`config.mk`:
```
export PLATFORM = sky130hd
export DESIGN_NAME = rkl_mul
export DESIGN_NICKNAME = d
export VERILOG_FILES = /design/src/sv/rkl_pkg.sv /design/src/sv/rkl_mul.sv
export SDC_FILE = /design/constraint.sdc
export NUM_CORES = 2
export LEC_CHECK = 0
export BUFFER_PORTS_ARGS = -buffer_cell sky130_fd_sc_hd__buf_2
export CAP_MARGIN = 20
export CORE_MARGIN = 4
export CORE_UTILIZATION = 30
export CTS_CLUSTER_DIAMETER = 80
export CTS_CLUSTER_SIZE = 20
export DETAILED_ROUTE_END_ITERATION = 6
export HOLD_SLACK_MARGIN = 0.08
export SYNTH_ARGS = -nofsm -noshare
export SYNTH_HDL_FRONTEND = slang
export SYNTH_SLANG_ARGS = --single-unit
```
`constraint.sdc`:
```
create_clock -name i_clk -period 11.9 [get_ports i_clk]
set_clock_uncertainty 0.2 [all_clocks]
set_input_delay 0.595 -clock i_clk [delete_from_list [all_inputs] [get_ports i_clk]]
set_output_delay 0.595 -clock i_clk [all_outputs]
set_load 0.005 [all_outputs]
```
`src/sv/rkl_pkg.sv`:
```
// Shared types and fixed-point constants for the ladder low-pass filter.
// Used by rkl_mul, the top level and the testbench.
`default_nettype none
package rkl_pkg;

    // Register indexes of the configuration port
    localparam logic [1:0] REG_STEP_GAIN = 2'd0;
    localparam logic [1:0] REG_RESONANCE = 2'd1;
    localparam logic [1:0] REG_GAIN_COMP = 2'd2;

    localparam logic [15:0] STEP_GAIN_RST = 16'd6554;

    // Q.24 unity and soft clip limits
    localparam int ONE_Q24   = 16777216;
    localparam int CLIP_SPAN = 50331648;   // 3.0 in Q.24
    localparam int CLIP_WMAX = 100663296;  // 6.0 in Q.24

    // floor(w/3) = (w * RECIP3) >> 31 for 0 <= w < 2^31
    localparam int RECIP3    = 715827883;
    // Bias that keeps the divide-by-three operand of the stage update positive
    localparam int UPD_OFF   = 805306368;  // 3 * 2^28
    localparam int UPD_BIAS  = 268435456;  // 2^28

    // Output window taps in Q.24
    localparam int W_TAP0 = -1068447;
    localparam int W_TAP2 = 9616015;
    localparam int W_TAP3 = 16777216;

    // Post-multiply shift amounts
    localparam logic [4:0] SH_NONE  = 5'd0;
    localparam logic [4:0] SH_FB    = 5'd13;
    localparam logic [4:0] SH_FULL  = 5'd16;
    localparam logic [4:0] SH_HALF  = 5'd17;
    localparam logic [4:0] SH_Q24   = 5'd24;
    localparam logic [4:0] SH_RECIP = 5'd31;

    localparam int OUT_MAX = 8388607;
    localparam int OUT_MIN = -8388608;

    typedef struct packed {
        logic signed [35:0] a;
        logic signed [30:0] b;
        logic        [4:0]  sh;
    } t_mul_op;

endpackage
`default_nettype wire

```
`src/sv/rkl_mul.sv`:
```
// Shared multiply and arithmetic-shift unit with a registered product.
// Depends on rkl_pkg for the operation struct.
`default_nettype none
module rkl_mul (
    input  wire                   i_clk,
    input  wire rkl_pkg::t_mul_op i_op,
    output logic signed [63:0]    o_prod
);
    import rkl_pkg::*;

    logic signed [66:0] full;
    logic signed [66:0] shifted;
    logic signed [63:0] r_prod;

    assign full    = i_op.a * i_op.b;
    // arithmetic shift gives floor division by the power of two
    assign shifted = full >>> i_op.sh;

    always_ff @(posedge i_clk) begin
        r_prod <= shifted[63:0];
    end

    assign o_prod = r_prod;

endmodule
`default_nettype wire

```
Word-level counts from Yosys, hierarchy flattened --
Cells that the tools add are included.
Operators by class: add/sub/neg operators 0, shifts and indexed selects 1, equal/unequal tests 0, reductions and logical operators 0, mux-type cells 0, bitwise operators 0, magnitude comparators 0, divide/modulo/power cells 0, multiply operators 1
Operator list (number):
- $mul 36x31->67 | 1
- $sshr 67x5->64 | 1
Storage, ports and cells: memories 0, register bits after elaboration 64, bits in writable memories 0, bits in latches 0, bits in read-only memories 0

Longest topological paths before layout --
depth in word-level cells 2, depth in mapped cells 31, mapped depth without buffers 28

Worst setup path after synthesis --
Ideal clock, no wire load.
path kind input port to flip-flop, start input port i_op[14] (netlist name), end register r_prod[39] (netlist: o_prod[39]), path buffers 3, setup slack 2.746 ns, library setup time 0.134 ns, stages 26, arrival time 8.820 ns, required time 11.566 ns, path through clkbuf_1 clkbuf_1 nand2_1 fa_1 fa_1 fa_1 inv_1 fa_1 inv_1 fa_1 fa_1 fa_1 inv_1 fa_1 ha_1 clkbuf_1 a21o_1 a21o_1 a221oi_1 a21oi_1 o41ai_1 a211oi_2 a211oi_2 nand2_1 a31o_1 mux4_2
On the way: word-level cells in the longest chain between the ends 2
Ends and longest elaborated chain:
- from (decl) | line rkl_mul.sv:6 | input wire rkl_pkg::t_mul_op i_op,
- $mul 36x31->67 | line rkl_mul.sv:15 | assign full = i_op.a * i_op.b;
- $sshr 67x5->64 | line rkl_mul.sv:17 | assign shifted = full >>> i_op.sh;
- via shifted[39] | line rkl_mul.sv:12 | logic signed [66:0] shifted;
- to (signal assigned) | line rkl_mul.sv:20 | r_prod <= shifted[63:0];
- to (decl) | line rkl_mul.sv:13 | logic signed [63:0] r_prod;
The timed path passes the listed nets, and every way through them passes these cells.

Worst setup path in the final report --
start input port i_op[9] (netlist name), end register r_prod[47] (netlist: o_prod[47])
Same word-level chain as after synthesis.

==> run metrics <==
DRC Markers 0; Worst path max stage delay 0.74 ns; Setup Fix Bufs, Post-CTS 0; crit path DAT ~11 ns; most frequent cells in the layout 1,163 x fa_1, 831 x nand2_1, 608 x inv_1, 419 x and2_1, 192 x ha_1; Achievable Freq roughly 94 MHz; CP Launch Type input port; die area 156,000 sq um; largest net degree at the start of global routing slightly below 80; crit path max-delay cell type a221oi_1; routability cong. 0.918; Crit Path Class input port to register; Worst-Margin Slew approximately 1 ns; commonest non-fill, non-tap cell in the layout fa_1; Unique masters post-synth 106; hpwl dp about 110,000 um; grt ovf 0; Total Nets Final slightly above 6,000; CTS clk-pin slew, worst paths approximately 0.060 ns; Layout fillers between 15,000 and 20,000; layout cells sized above 1 0.0702; setup TNS 0 ns; max reg flops 64; most used cell, CP fa_1; WHS Endpoint o_prod[49]$_DFF_P_; EDFF count, synth 0; Max Slew Vio Count 0; Post-CTS Resized 0; vias in the first global route approximately 38,000; RSZ-0062 raised after global routing false; WL/cell roughly 21 um; Via density around 5.2; hold crit path type input port to register; total clock sinks 64; buffers and inverters on the worst path 6; Seq/Total Area, Yosys 0.0285; Avg Cell Area, Syn 9.44 sq um; root buf cell clkbuf_16; DR iter-0 viols 2,514; Port Buffers approximately 140; yosys synthesis warning count 0; Final Cycle Share 0.891; top_reg_cell synth dfxtp_1; Initial Util 0.303; GRT Overall Usage 0.179; CTS tree yes; total CTS buffers 9; Max Cap Violations 0; slew margin rel. 0.318; CP required 11.89 ns; final WL 136,000 um; minimum clock period 10.61 ns; drt pass-1 iters 7; num rows ~140; hold buffer count at cts 0; antenna-violating nets left 0; I/O pin total ~140; Mapped Nets between 6,000 and 7,000; first-pass GRT wire length 224,000 um; status finished, final reports clean; crit path capture type register; Chip Height roughly 390 um; via count around 34,000; CP max FO 36; Seq cells post-synth 64; HP Start i_op[0]; Die Width slightly below 400 um; Final Hold Violating Endpoints 0; core area between 100,000 and 150,000 sq um; synthesized cell area between 40,000 and 50,000 sq um; worst hold path stage count 4; H-tree levels 3; Mapped Cells approximately 4,800; antenna violations before repair 15; clock tree buffer depth 2; area delta synth->final 5.39%; asr flop ratio synth 0; CP top delay family adder cells; Setup Viol. Count Final 0
[per-stage QoR]
stage	setup WS [ns]	utilization	cells	hold WS [ns]	area (sq um)
floorplan	2.75	-	4761	0.611	44900
global placement	1.21	0.317	6530	0.775	47000
detailed placement	1.05	0.317	6530	0.775	47000
CTS	1.42	0.319	6546	0.622	47300
global route	0.646	0.319	6550	0.683	47300
finish	1.29	0.319	6555	0.626	47300
[worst max-delay path by stage]
stage	startpoint	to	slack (ns)	depth (start not counted)
floorplan	i_op[14]	o_prod[39]$_DFF_P_	2.75	26
global placement	i_op[9]	o_prod[43]$_DFF_P_	1.21	24
detailed placement	i_op[9]	o_prod[43]$_DFF_P_	1.05	26
CTS	i_op[9]	o_prod[43]$_DFF_P_	1.42	26
global route	i_op[10]	o_prod[35]$_DFF_P_	0.65	26
finish	i_op[9]	o_prod[47]$_DFF_P_	1.29	26
[cells in the mapped netlist, types with 15 or more instances]
cell type / instances / area [sq um]
fa_1: 1163 / 23300
nand2_1: 831 / 3120
inv_1: 611 / 2290
and2_1: 419 / 2620
clkbuf_1: 287 / 1080
ha_1: 192 / 2400
nor2_1: 133 / 499
a21oi_1: 92 / 460
o21ai_0: 91 / 455
mux2i_1: 66 / 661
dfxtp_1: 64 / 1280
nand4_1: 49 / 307
nor3_1: 48 / 240
xnor2_1: 43 / 377
mux4_2: 42 / 946
nand2b_1: 35 / 219
a211oi_1: 34 / 255
a21o_1: 33 / 248
a31oi_1: 31 / 194
nand3_1: 31 / 155
buf_2: 27 / 135
mux2_2: 21 / 236
o211ai_1: 21 / 158
buf_1: 18 / 67.6
a221oi_1: 17 / 149
or3_1: 17 / 106
xor2_1: 17 / 149
nor4_1: 15 / 93.8
[per-layer routing]
layer | track usage | wire [um]
met1 | 0.234 | 56100
met2 | 0.320 | 69800
met3 | 0.0194 | 7050
met4 | 0.0405 | 3490
met5 | 0 | 63
[layout make-up]
cell class | instances | area (sq um) | share of cell area
flip-flops and latches | 64 | 1280 | 0.0271
inverters | 612 | 2300 | 0.0485
diodes | 8 | 20.0 | 0.000423
multi-input cells | 3745 | 40000 | 0.845
clock buffers | 9 | 225 | 0.00476
repair buffers | 180 | 1010 | 0.0213
well taps | 1930 | 2410 | 0.0510
clock inverters | 7 | 104 | 0.00219
[cells by family (layout without fill, tap and decap cells)]
logic type      after synthesis  in the layout  synth area share
buf+inv                     952            808            0.0813
simple gates               1637           1637             0.174
other cells                   0              8                 0
flops                        64             64            0.0285
xor+xnor                     61             61            0.0121
compound gates              562            562            0.0910
mux                         130            130            0.0413
fa+ha+maj                  1355           1355             0.572
Power is not shown: default switching activity piles up to over one toggle a cycle in this logic, so the estimate is an artifact.
